### src/rtl/arp_responder_cache_macros.svh
// Assertion macros shared by the ARP cache RTL.
// No dependencies; included by the files that check their own logic.
`ifndef ARP_RESPONDER_CACHE_MACROS_SVH
`define ARP_RESPONDER_CACHE_MACROS_SVH

`ifndef NO_ASSERTIONS
// same-cycle implication
`define ARC_ASSERT_IMPL(label, clk, rst, ante, cons, msg) \
   label: assert property (@(posedge clk) disable iff (rst) (ante) |-> (cons)) \
      else $error(msg);
// next-cycle implication
`define ARC_ASSERT_NEXT(label, clk, rst, ante, cons, msg) \
   label: assert property (@(posedge clk) disable iff (rst) (ante) |=> (cons)) \
      else $error(msg);
`else
`define ARC_ASSERT_IMPL(label, clk, rst, ante, cons, msg)
`define ARC_ASSERT_NEXT(label, clk, rst, ante, cons, msg)
`endif

`endif

### src/rtl/arc_pkg.sv
`timescale 1ns / 1ps
// Types and constants of the ARP cache and responder.
// No dependencies; used by the interfaces, the cell and the top level.
package arc_pkg;

   localparam int TABLE_DEPTH = 16;
   localparam int COUNT_W     = $clog2(TABLE_DEPTH + 1);
   localparam int STEP_W      = (TABLE_DEPTH > 1) ? $clog2(TABLE_DEPTH) : 1;
   localparam int IDX_W       = 5;
   localparam int CMP_W       = STEP_W + IDX_W;
   localparam int MAC_W       = 48;
   localparam int IP_W        = 32;

   // item modes
   localparam logic [1:0] MODE_RX      = 2'd0;
   localparam logic [1:0] MODE_LOOKUP  = 2'd1;
   localparam logic [1:0] MODE_WHO_HAS = 2'd2;
   localparam logic [1:0] MODE_READ    = 2'd3;

   // ARP opcodes, received and emitted
   localparam logic [15:0] ARP_OP_REQUEST   = 16'd1;
   localparam logic [15:0] ARP_OP_REPLY     = 16'd2;
   localparam logic [1:0]  FRAME_OP_REQUEST = 2'd1;
   localparam logic [1:0]  FRAME_OP_REPLY   = 2'd2;

   localparam logic [MAC_W-1:0] MAC_BROADCAST = '1;

   // register indexes
   localparam logic CSR_OWN_IP  = 1'b0;
   localparam logic CSR_OWN_MAC = 1'b1;

   typedef struct packed {
      logic [1:0]       mode;
      logic [15:0]      opcode;
      logic [MAC_W-1:0] sender_mac;
      logic [IP_W-1:0]  sender_ip;
      logic [IP_W-1:0]  target_ip;
      logic [IP_W-1:0]  query_ip;
      logic [IDX_W-1:0] entry_index;
   } req_word_type;

   typedef struct packed {
      logic             send_frame;
      logic [MAC_W-1:0] frame_dest_mac;
      logic [1:0]       frame_opcode;
      logic [MAC_W-1:0] frame_sender_mac;
      logic [IP_W-1:0]  frame_sender_ip;
      logic [MAC_W-1:0] frame_target_mac;
      logic [IP_W-1:0]  frame_target_ip;
      logic             found;
      logic [MAC_W-1:0] found_mac;
      logic [IP_W-1:0]  found_ip;
      logic [4:0]       entry_count;
      logic             table_full;
   } rsp_word_type;

   typedef struct packed {
      logic             index;
      logic [MAC_W-1:0] data;
   } csr_word_type;

   typedef struct packed {
      logic [IP_W-1:0]  ip;
      logic [MAC_W-1:0] mac;
   } cache_entry_type;

   // cell chain control: rotate toward cell 0, or shift in at cell 0
   typedef struct packed {
      logic rotate;
      logic insert;
   } cell_ctl_type;

   typedef enum logic [1:0] {
      ST_IDLE,
      ST_SCAN,
      ST_DONE
   } state_type;

endpackage

### src/rtl/arc_if.sv
`timescale 1ns / 1ps
// Valid/ready channel interfaces of the ARP cache: request, response, CSR write.
// Depends on arc_pkg for the word types.
interface arc_req_if;
   logic                  valid;
   logic                  ready;
   arc_pkg::req_word_type word;
   modport source (output valid, output word, input ready);
   modport sink   (input valid, input word, output ready);
endinterface

interface arc_rsp_if;
   logic                  valid;
   logic                  ready;
   arc_pkg::rsp_word_type word;
   modport source (output valid, output word, input ready);
   modport sink   (input valid, input word, output ready);
endinterface

interface arc_csr_if;
   logic                  valid;
   logic                  ready;
   arc_pkg::csr_word_type word;
   modport source (output valid, output word, input ready);
   modport sink   (input valid, input word, output ready);
endinterface

### src/rtl/arc_cell.sv
`timescale 1ns / 1ps
// One cache slot of the cell chain: holds an IP/MAC pair.
// Depends on arc_pkg. Insert takes the left neighbor, rotate the right one.
module arc_cell (
   input  logic                     clock,
   input  arc_pkg::cell_ctl_type    ctl,
   input  arc_pkg::cache_entry_type from_left,
   input  arc_pkg::cache_entry_type from_right,
   output arc_pkg::cache_entry_type entry
);

   arc_pkg::cache_entry_type entry_ff;
   arc_pkg::cache_entry_type entry_in;

   always_comb begin
      priority if (ctl.insert) begin
         entry_in = from_left;
      end else if (ctl.rotate) begin
         entry_in = from_right;
      end else begin
         entry_in = entry_ff;
      end
   end

   always_ff @(posedge clock) begin
      entry_ff <= entry_in;
   end

   assign entry = entry_ff;

endmodule

### src/rtl/arp_responder_cache.sv
`timescale 1ns / 1ps
// ARP responder with a cache of TABLE_DEPTH address pairs held in a chain of cells.
// Depends on arc_pkg, arc_if.sv (channels), arc_cell and the assertion macro header.
//
// One word is in work at a time. Requests addressed to own_ip, other received
// opcodes and who-has words need no cache access and go from the idle state
// straight to the done state. Lookups, indexed reads and received replies scan the
// cache: the cell chain rotates one place per cycle past cell 0, where the compare
// sits, for TABLE_DEPTH scan steps; after a
// full turn the chain is back in place. The cells store newest first (an insert
// shifts the chain right and writes cell 0), so at scan step t cell 0 holds
// entry t counted from the newest and is valid while t < entry count. IPs in the
// cache are unique, so the first compare hit is the only one. A reply whose IP
// is already cached leaves the cache alone; one that arrives with the table full
// is dropped and flagged in table_full. The response sits in an output register
// and is held until taken; the next word is accepted once the block is idle.
// CSR writes are always taken and must only come while the block is idle.
`include "arp_responder_cache_macros.svh"

module arp_responder_cache (
   input  logic      clock,
   input  logic      reset,
   arc_req_if.sink   req_bus,
   arc_rsp_if.source rsp_bus,
   arc_csr_if.sink   csr_bus
);

   localparam int DEPTH = arc_pkg::TABLE_DEPTH;

   // configuration
   logic [arc_pkg::IP_W-1:0]  own_ip_ff;
   logic [arc_pkg::MAC_W-1:0] own_mac_ff;

   // control
   arc_pkg::state_type               state_ff, state_in;
   logic [arc_pkg::STEP_W-1:0]       step_ff, step_in;
   logic [arc_pkg::COUNT_W-1:0]      count_ff, count_in;
   logic                             hit_ff, hit_in;
   logic                             rsp_valid_ff;

   // payload
   arc_pkg::req_word_type            item_ff;
   arc_pkg::cache_entry_type         hit_entry_ff;
   arc_pkg::rsp_word_type            rsp_word_ff, rsp_word_in;

   // cell chain
   arc_pkg::cache_entry_type         cells [DEPTH];
   arc_pkg::cache_entry_type         new_entry;
   arc_pkg::cell_ctl_type            cell_ctl;

   logic req_accept;
   logic rsp_load;
   logic needs_scan;
   logic last_step;
   logic head_valid;
   logic head_match;
   logic is_reply;
   logic do_insert;
   logic do_drop;
   logic [arc_pkg::IP_W-1:0] scan_key;

   // ---- configuration writes
   assign csr_bus.ready = 1'b1;

   always_ff @(posedge clock) begin
      if (reset) begin
         own_ip_ff  <= '0;
         own_mac_ff <= '0;
      end else if (csr_bus.valid) begin
         unique case (csr_bus.word.index)
            arc_pkg::CSR_OWN_IP:  own_ip_ff  <= csr_bus.word.data[arc_pkg::IP_W-1:0];
            arc_pkg::CSR_OWN_MAC: own_mac_ff <= csr_bus.word.data;
            default: ;
         endcase
      end
   end

   // ---- chain of cells
   assign new_entry = '{ip: item_ff.sender_ip, mac: item_ff.sender_mac};

   for (genvar i = 0; i < DEPTH; i++) begin : g_cell
      arc_cell u_cell (
         .clock      (clock),
         .ctl        (cell_ctl),
         .from_left  ((i == 0) ? new_entry : cells[(i + DEPTH - 1) % DEPTH]),
         .from_right (cells[(i + 1) % DEPTH]),
         .entry      (cells[i])
      );
   end

   // ---- compare at the head cell
   assign is_reply   = (item_ff.mode == arc_pkg::MODE_RX) &&
                       (item_ff.opcode == arc_pkg::ARP_OP_REPLY);
   assign scan_key   = (item_ff.mode == arc_pkg::MODE_LOOKUP) ? item_ff.query_ip
                                                              : item_ff.sender_ip;
   assign head_valid = arc_pkg::COUNT_W'(step_ff) < count_ff;
   assign head_match = (item_ff.mode == arc_pkg::MODE_READ)
                     ? (arc_pkg::CMP_W'(step_ff) == arc_pkg::CMP_W'(item_ff.entry_index))
                     : (cells[0].ip == scan_key);
   assign last_step  = step_ff == arc_pkg::STEP_W'(DEPTH - 1);

   assign needs_scan = (req_bus.word.mode == arc_pkg::MODE_LOOKUP) ||
                       (req_bus.word.mode == arc_pkg::MODE_READ) ||
                       ((req_bus.word.mode == arc_pkg::MODE_RX) &&
                        (req_bus.word.opcode == arc_pkg::ARP_OP_REPLY));

   assign do_insert  = is_reply && !hit_ff && (count_ff < arc_pkg::COUNT_W'(DEPTH));
   assign do_drop    = is_reply && !hit_ff && (count_ff == arc_pkg::COUNT_W'(DEPTH));

   // ---- next state
   always_comb begin
      state_in = state_ff;
      unique case (state_ff)
         arc_pkg::ST_IDLE: begin
            if (req_bus.valid) begin
               state_in = needs_scan ? arc_pkg::ST_SCAN : arc_pkg::ST_DONE;
            end
         end
         arc_pkg::ST_SCAN: begin
            if (last_step) begin
               state_in = arc_pkg::ST_DONE;
            end
         end
         arc_pkg::ST_DONE: begin
            if (!rsp_valid_ff || rsp_bus.ready) begin
               state_in = arc_pkg::ST_IDLE;
            end
         end
         default: state_in = arc_pkg::ST_IDLE;
      endcase
   end

   // ---- state outputs
   always_comb begin
      req_bus.ready   = 1'b0;
      rsp_load        = 1'b0;
      cell_ctl.rotate = 1'b0;
      cell_ctl.insert = 1'b0;
      unique case (state_ff)
         arc_pkg::ST_IDLE: req_bus.ready = 1'b1;
         arc_pkg::ST_SCAN: cell_ctl.rotate = 1'b1;
         arc_pkg::ST_DONE: begin
            rsp_load        = !rsp_valid_ff || rsp_bus.ready;
            cell_ctl.insert = rsp_load && do_insert;
         end
         default: ;
      endcase
   end

   assign req_accept = req_bus.valid && req_bus.ready;

   // ---- datapath next values
   always_comb begin
      step_in  = step_ff;
      hit_in   = hit_ff;
      count_in = count_ff;
      if (req_accept) begin
         step_in = '0;
         hit_in  = 1'b0;
      end else if (state_ff == arc_pkg::ST_SCAN) begin
         // back to zero after the last step, whatever the depth
         step_in = last_step ? '0 : step_ff + 1'b1;
         if (head_valid && head_match) begin
            hit_in = 1'b1;
         end
      end
      if (cell_ctl.insert) begin
         count_in = count_ff + 1'b1;
      end
   end

   // response word, built from the finished item
   always_comb begin
      rsp_word_in             = '0;
      rsp_word_in.entry_count = 5'(count_in);
      rsp_word_in.table_full  = do_drop;
      unique case (item_ff.mode)
         arc_pkg::MODE_RX: begin
            if ((item_ff.opcode == arc_pkg::ARP_OP_REQUEST) &&
                (item_ff.target_ip == own_ip_ff)) begin
               rsp_word_in.send_frame       = 1'b1;
               rsp_word_in.frame_dest_mac   = item_ff.sender_mac;
               rsp_word_in.frame_opcode     = arc_pkg::FRAME_OP_REPLY;
               rsp_word_in.frame_sender_mac = own_mac_ff;
               rsp_word_in.frame_sender_ip  = own_ip_ff;
               rsp_word_in.frame_target_mac = item_ff.sender_mac;
               rsp_word_in.frame_target_ip  = item_ff.sender_ip;
            end
         end
         arc_pkg::MODE_WHO_HAS: begin
            rsp_word_in.send_frame       = 1'b1;
            rsp_word_in.frame_dest_mac   = arc_pkg::MAC_BROADCAST;
            rsp_word_in.frame_opcode     = arc_pkg::FRAME_OP_REQUEST;
            rsp_word_in.frame_sender_mac = own_mac_ff;
            rsp_word_in.frame_sender_ip  = own_ip_ff;
            rsp_word_in.frame_target_ip  = item_ff.query_ip;
         end
         arc_pkg::MODE_LOOKUP, arc_pkg::MODE_READ: begin
            if (hit_ff) begin
               rsp_word_in.found     = 1'b1;
               rsp_word_in.found_mac = hit_entry_ff.mac;
               rsp_word_in.found_ip  = hit_entry_ff.ip;
            end
         end
         default: ;
      endcase
   end

   // ---- registers
   always_ff @(posedge clock) begin
      if (reset) begin
         state_ff     <= arc_pkg::ST_IDLE;
         step_ff      <= '0;
         hit_ff       <= 1'b0;
         count_ff     <= '0;
         rsp_valid_ff <= 1'b0;
      end else begin
         state_ff <= state_in;
         step_ff  <= step_in;
         hit_ff   <= hit_in;
         count_ff <= count_in;
         if (rsp_load) begin
            rsp_valid_ff <= 1'b1;
         end else if (rsp_bus.ready) begin
            rsp_valid_ff <= 1'b0;
         end
      end
   end

   always_ff @(posedge clock) begin
      if (req_accept) begin
         item_ff <= req_bus.word;
      end
      if ((state_ff == arc_pkg::ST_SCAN) && head_valid && head_match) begin
         hit_entry_ff <= cells[0];
      end
      if (rsp_load) begin
         rsp_word_ff <= rsp_word_in;
      end
   end

   assign rsp_bus.valid = rsp_valid_ff;
   assign rsp_bus.word  = rsp_word_ff;

   // ---- checks
   `ARC_ASSERT_IMPL(a_count_bound, clock, reset, 1'b1, count_ff <= arc_pkg::COUNT_W'(DEPTH), "entry count above table depth")
   `ARC_ASSERT_NEXT(a_accept_busy, clock, reset, req_accept, state_ff != arc_pkg::ST_IDLE, "accepted word did not start work")
   `ARC_ASSERT_NEXT(a_scan_end, clock, reset, (state_ff == arc_pkg::ST_SCAN) && last_step, (state_ff == arc_pkg::ST_DONE) && (step_ff == '0), "scan did not finish after a full turn")
   `ARC_ASSERT_NEXT(a_count_hold, clock, reset, !cell_ctl.insert, $stable(count_ff), "entry count changed without an insert")

endmodule

### src/flat_wrapper.sv
// flat-port wrapper written by rule: the top's interface ports become plain ports
module arp_responder_cache_flat 
  (clock, reset, req_bus_valid, req_bus_word, req_bus_ready, rsp_bus_valid, rsp_bus_word, rsp_bus_ready, csr_bus_valid, csr_bus_word, csr_bus_ready);
  arc_req_if req_bus_i ();
  arc_rsp_if rsp_bus_i ();
  arc_csr_if csr_bus_i ();
  input  logic clock;
  input  logic reset;
  input wire logic [$bits(req_bus_i.valid)-1:0] req_bus_valid;
  input wire logic [$bits(req_bus_i.word)-1:0] req_bus_word;
  output wire logic [$bits(req_bus_i.ready)-1:0] req_bus_ready;
  output wire logic [$bits(rsp_bus_i.valid)-1:0] rsp_bus_valid;
  output wire logic [$bits(rsp_bus_i.word)-1:0] rsp_bus_word;
  input wire logic [$bits(rsp_bus_i.ready)-1:0] rsp_bus_ready;
  input wire logic [$bits(csr_bus_i.valid)-1:0] csr_bus_valid;
  input wire logic [$bits(csr_bus_i.word)-1:0] csr_bus_word;
  output wire logic [$bits(csr_bus_i.ready)-1:0] csr_bus_ready;
  assign req_bus_i.valid = req_bus_valid;
  assign req_bus_i.word = req_bus_word;
  assign req_bus_ready = req_bus_i.ready;
  assign rsp_bus_valid = rsp_bus_i.valid;
  assign rsp_bus_word = rsp_bus_i.word;
  assign rsp_bus_i.ready = rsp_bus_ready;
  assign csr_bus_i.valid = csr_bus_valid;
  assign csr_bus_i.word = csr_bus_word;
  assign csr_bus_ready = csr_bus_i.ready;
  arp_responder_cache u_core (.clock(clock), .reset(reset), .req_bus(req_bus_i), .rsp_bus(rsp_bus_i), .csr_bus(csr_bus_i));
endmodule
### config.mk
export PLATFORM = sky130hd
export DESIGN_NAME = arp_responder_cache_flat
export DESIGN_NICKNAME = d
export VERILOG_FILES = /design/src/rtl/arc_pkg.sv /design/src/rtl/arc_if.sv /design/src/rtl/arc_cell.sv /design/src/rtl/arp_responder_cache.sv /design/src/flat_wrapper.sv
export VERILOG_INCLUDE_DIRS = /design/src /design/src/rtl
export SDC_FILE = /design/constraint.sdc
export NUM_CORES = 2
export LEC_CHECK = 0
export BUFFER_PORTS_ARGS = -buffer_cell sky130_fd_sc_hd__buf_2
export CORE_UTILIZATION = 61
export CTS_CLUSTER_SIZE = 40
export DETAILED_ROUTE_END_ITERATION = 8
export PLACE_DENSITY = 0.8
export SLEW_MARGIN = 25
export SYNTH_ARGS = -nofsm -noshare
export SYNTH_HDL_FRONTEND = slang
export SYNTH_SLANG_ARGS = --single-unit
### constraint.sdc
create_clock -name clock -period 111.4 [get_ports clock]
set_clock_uncertainty 0.2 [all_clocks]
set_input_delay 22.28 -clock clock [delete_from_list [all_inputs] [get_ports clock]]
set_output_delay 22.28 -clock clock [all_outputs]
set_load 0.01 [all_outputs]
==> out/metrics.csv <==
stage,metric,value,unit
status,status,finished clean,
finish,final_net_count,7598,
clocking,clk_path_buf_depth,3,
finish,final_layout_size_suffix_gt1_share,11.2,%
setup_path,cp_data_arrival_time,28.55,ns
sta,final_period_minus_worst_setup_slack,28.33,ns
job,drv_cap,0,
sta,finalSetupViolations,0,
synthesis,synthCells,6981,
synthesis,synth-async-reset-ratio,0,%
detailed_routing,route.final.wire_length,172,mm
power_and_ir_drop,power_frac_clock,40.5,%
synthesis,post_synth_mux_area_share,0.102,%
placed_design,hpwl,106,mm
sta,slew_headroom,29.1,%
synthesis,yosys.cell_types.count,52,
synthesis,synth-simple-area-share,21.7,%
setup_path,worst-endpoint-required,111.62,ns
clocking,cell_at_the_root_of_the_clock_tree,sky130_fd_sc_hd__clkbuf_16,
power_and_ir_drop,power.share.switching,21.6,%
setup_path,critPathBufInv,6,
clocking,cts-buffers-inserted,187,
placed_design,gp_congestion,0.929,
detailed_routing,drt-wirelength-per-cell,18.6,µm
min_path,holdCritPathClass,reg -> reg,
synthesis,synth_ff_type,sky130_fd_sc_hd__edfxtp_1,
setup_path,r2r_end,u_core.g_cell[8].u_cell.entry[21],
power_and_ir_drop,power_frac_comb,4.0,%
min_path,holdPathEnd,u_core.own_mac_ff[8],
setup_path,r2r_cells,11,
synthesis,synth-warning-count,0,
detailed_routing,drtPass1Iterations,6,
clocking,insertion_delay,0.81,ns
synthesis,synth_sequential_area_ratio,72.4,%
detailed_routing,drt_drc_violations_left,0,
setup_path,r2r_start,u_core.item_ff[166],
setup_path,critPathMaxFanout,194,
grt,grt_util_all_layers,25.8,%
sta,fin_setup_tns,0,ns
setup_path,critical-path-slowest-cell,sky130_fd_sc_hd__buf_4,
clocking,clock_pin_slew_on_the_worst_setup_and_hold_paths,0.06,ns
floorplan,fp.coreArea,127000,µm²
clocking,cts_sinks,1918,
power_and_ir_drop,power_report.internal_total,1.19,mW
floorplan,die_height,360,µm
grt,grt_antenna_before_repair,20,
sta,timing_max_transition_violations_final,0,
sta,report.final.hold_viol_count,0,
floorplan,dieArea,130000,µm²
finish,final-instance-count-excl-fill,9201,
sta,final_min_period_over_clock_period,25.4,%
synthesis,synth-edff-count,1825,
sta,achievable-frequency,35.3,MHz
synthesis,synth_seq_cells,1918,
setup_path,critical-path-top-cell-by-count,sky130_fd_sc_hd__buf_4,
detailed_routing,via_per_inst,5.50,
grt,maximum_number_of_pins_on_one_net_before_global_route_repair,269,
setup_path,worst-setup-path-type,in -> reg,
power_and_ir_drop,irDropWorstVdd,0.0196,mV
floorplan,floorplan.initialDensity,61.5,%
setup_path,critical_path.startpoint_type,primary input,
detailed_routing,route.antenna.remaining_nets,0,
floorplan,fp-row-count,131,
sta,worst_slew_pin_slew,1.06,ns
synthesis,cell_area_after_synthesis,78300,µm²
grt,first_global_vias,47700,
synthesis,synth_area_per_cell,11.2,µm²
power_and_ir_drop,power,1.52,mW
detailed_routing,routed-via-count,50600,
synthesis,synth_fa_ha_area_share,0.0959,%
setup_path,setup.worst_path.end_class,register,
placed_design,numPlacedInstances,8842,
setup_path,timing.critical_path.cells,"buf_2, nand2b_1, nand2b_1, or3_4, nand2_4, buf_4, buf_4, buf_4, buf_12, buf_4",
min_path,timing.hold.worst_path_depth,2,
floorplan,die_width,360,µm
setup_path,max_stage_delay,0.90,ns
setup_path,critical_path.top_delay_family,buffers and inverters,
synthesis,syn-num-nets,7208,
clocking,ctsHtreeMaxLevel,4,
power_and_ir_drop,cellPowerDensity,17.5,nW/µm²
clocking,clock_tree_from_tritoncts,done,
sta,grt_setup_unrepaired,false,
grt,overflow,0,
synthesis,yosys.area_share.xor_xnor,0.839,%
power_and_ir_drop,p_leak,35.1,nW
placed_design,io_buffer_count,520,
clocking,post_cts_resize_count,0,
synthesis,main_combinational_cell_family_by_area_after_synthesis,simple AND/OR/NAND/NOR gates,
clocking,ctsHoldBuffers,0,
min_path,timing.hold.worst.start,u_core.own_mac_ff[8],
floorplan,ioPinCount,522,
clocking,cts_post_setup_buffers_inserted,0,
setup_path,reg2reg_setup_slack,103.45,ns
power_and_ir_drop,netSwitchingPower,0.330,mW
detailed_routing,drt_iter0_drc,5703,
synthesis,synth_area_in_compound_gates,1.71,%
grt,grt_first_pass_wirelength,262,mm
finish,syn2layout_area_growth,11.4,%
power_and_ir_drop,seq_power_share,55.5,%
tightest hold or removal path, cell delays in order (launching register included):
cell and delay, ns:
sky130_fd_sc_hd__dfxtp_1 0.30, sky130_fd_sc_hd__nand2_1 0.05, sky130_fd_sc_hd__a21oi_1 0.05
cell usage in the layout (no fill, tap or decap), drive strengths merged, types with 11 or more instances in the layout:
cell       n
a21oi    142
a22oi     33
and2      51
and3      82
buf      575
bufinv    11
clkbuf   250
clkinv    72
dfxtp     93
diode     14
edfxtp  1825
inv       31
nand2   3967
nor2      88
nor2b     94
nor3      13
nor4      17
o21ai     32
xnor2     18
xor2      57
logic make-up after synthesis:
kind of cell             Yosys count
AO/OA/AOI/OAI                    235
multiplexers                       8
adder cells (fa/ha/maj)            6
flip-flops                      1918
AND/OR/NAND/NOR                 4339
XOR/XNOR                          75
other                              1
buffers and inverters            399
worst max path at each step:
stage / to / cells after the start / from
after CTS: u_core.g_cell[7].u_cell.entry[21] / 10 / rsp_bus_ready
after floorplan: u_core.g_cell[0].u_cell.entry[0] / 8 / rsp_bus_ready
after detailed placement: u_core.g_cell[9].u_cell.entry[21] / 10 / rsp_bus_ready
after global placement: u_core.g_cell[10].u_cell.entry[21] / 10 / rsp_bus_ready
final: u_core.g_cell[9].u_cell.entry[21] / 10 / rsp_bus_ready
after global routing: u_core.g_cell[8].u_cell.entry[21] / 10 / rsp_bus_ready
routing by layer:
layer  vias up  track usage, %  part of all wire, %
li1      23900               -                    -
met1     24500            34.2                   40
met2      1891            42.3                   49
met3       355            4.12                  6.7
met4         2            12.1                  4.5
met5         -               0               0.0064
through the flow:
step | cell area (µm²) | utilization [%] | hold WS, ns | setup WS (ns)
2_1_floorplan | 78300 | - | 0.232 | 58.53
3_3_place_gp | 81100 | 63.7 | 0.236 | 82.31
3_5_place_dp | 81200 | 63.7 | 0.242 | 82.20
4_1_cts | 87100 | 68.4 | 0.250 | 83.08
5_1_grt | 87200 | 68.5 | 0.261 | 82.64
6_report | 87200 | 68.5 | 0.250 | 83.07
power groups by stage:
stage | sequential, mW | combinational (mW) | clock [mW]
after CTS | 0.845 | 0.0598 | 0.625
after global placement | 0.859 | 0.0568 | 0
final | 0.845 | 0.0602 | 0.617
after detailed placement | 0.860 | 0.0593 | 0
after floorplan | 0.899 | 0.0351 | 0
after global routing | 0.848 | 0.0661 | 0.651
cells in the mapped netlist, drive strengths merged (2+ instances only):
cell	instances	area share [%]
nand3	5	0.032
nor3	13	0.090
xnor2	18	0.20
a2111oi	3	0.035
a2bb2oi	2	0.022
nor2	88	0.42
nor4	17	0.14
o21ai	32	0.20
dfxtp	93	2.4
or3	2	0.016
xor2	57	0.64
nor3b	2	0.019
edfxtp	1825	70
o211ai	2	0.019
nand2	3967	19
a22oi	33	0.32
inv	25	0.12
o22ai	6	0.048
nand4	4	0.032
or4	2	0.019
nand2b	7	0.056
clkbuf	82	0.39
a21oi	142	0.91
and3	82	0.66
a31oi	3	0.024
and2	51	0.41
buf	292	2.6
a221oi	3	0.034
mux2i	8	0.10
nor2b	94	0.75
ha	6	0.096
final cells by class:
class	count	area [µm²]
antenna	14	35.0
clock buffer	250	5110
clock inverter	93	842
fill	8706	40100
inverter	25	101
multi-input combinational	4664	19200
sequential	1918	56700
tap	1662	2080
timing repair buffer	575	3180
sequential cells by signal, indices dropped and copies added, names as in the netlist, 2 cells and up:
signal                      flops
u_core.item_ff                167
u_core.own_ip_ff               32
u_core.own_mac_ff              48
u_core.hit_entry_ff            80
u_core.rsp_bus.word           298
u_core.g_cell.u_cell.entry   1280
u_core.count_ff                 5
u_core.step_ff                  4
u_core.state_ff                 2
(Power assumes the default switching activity.)
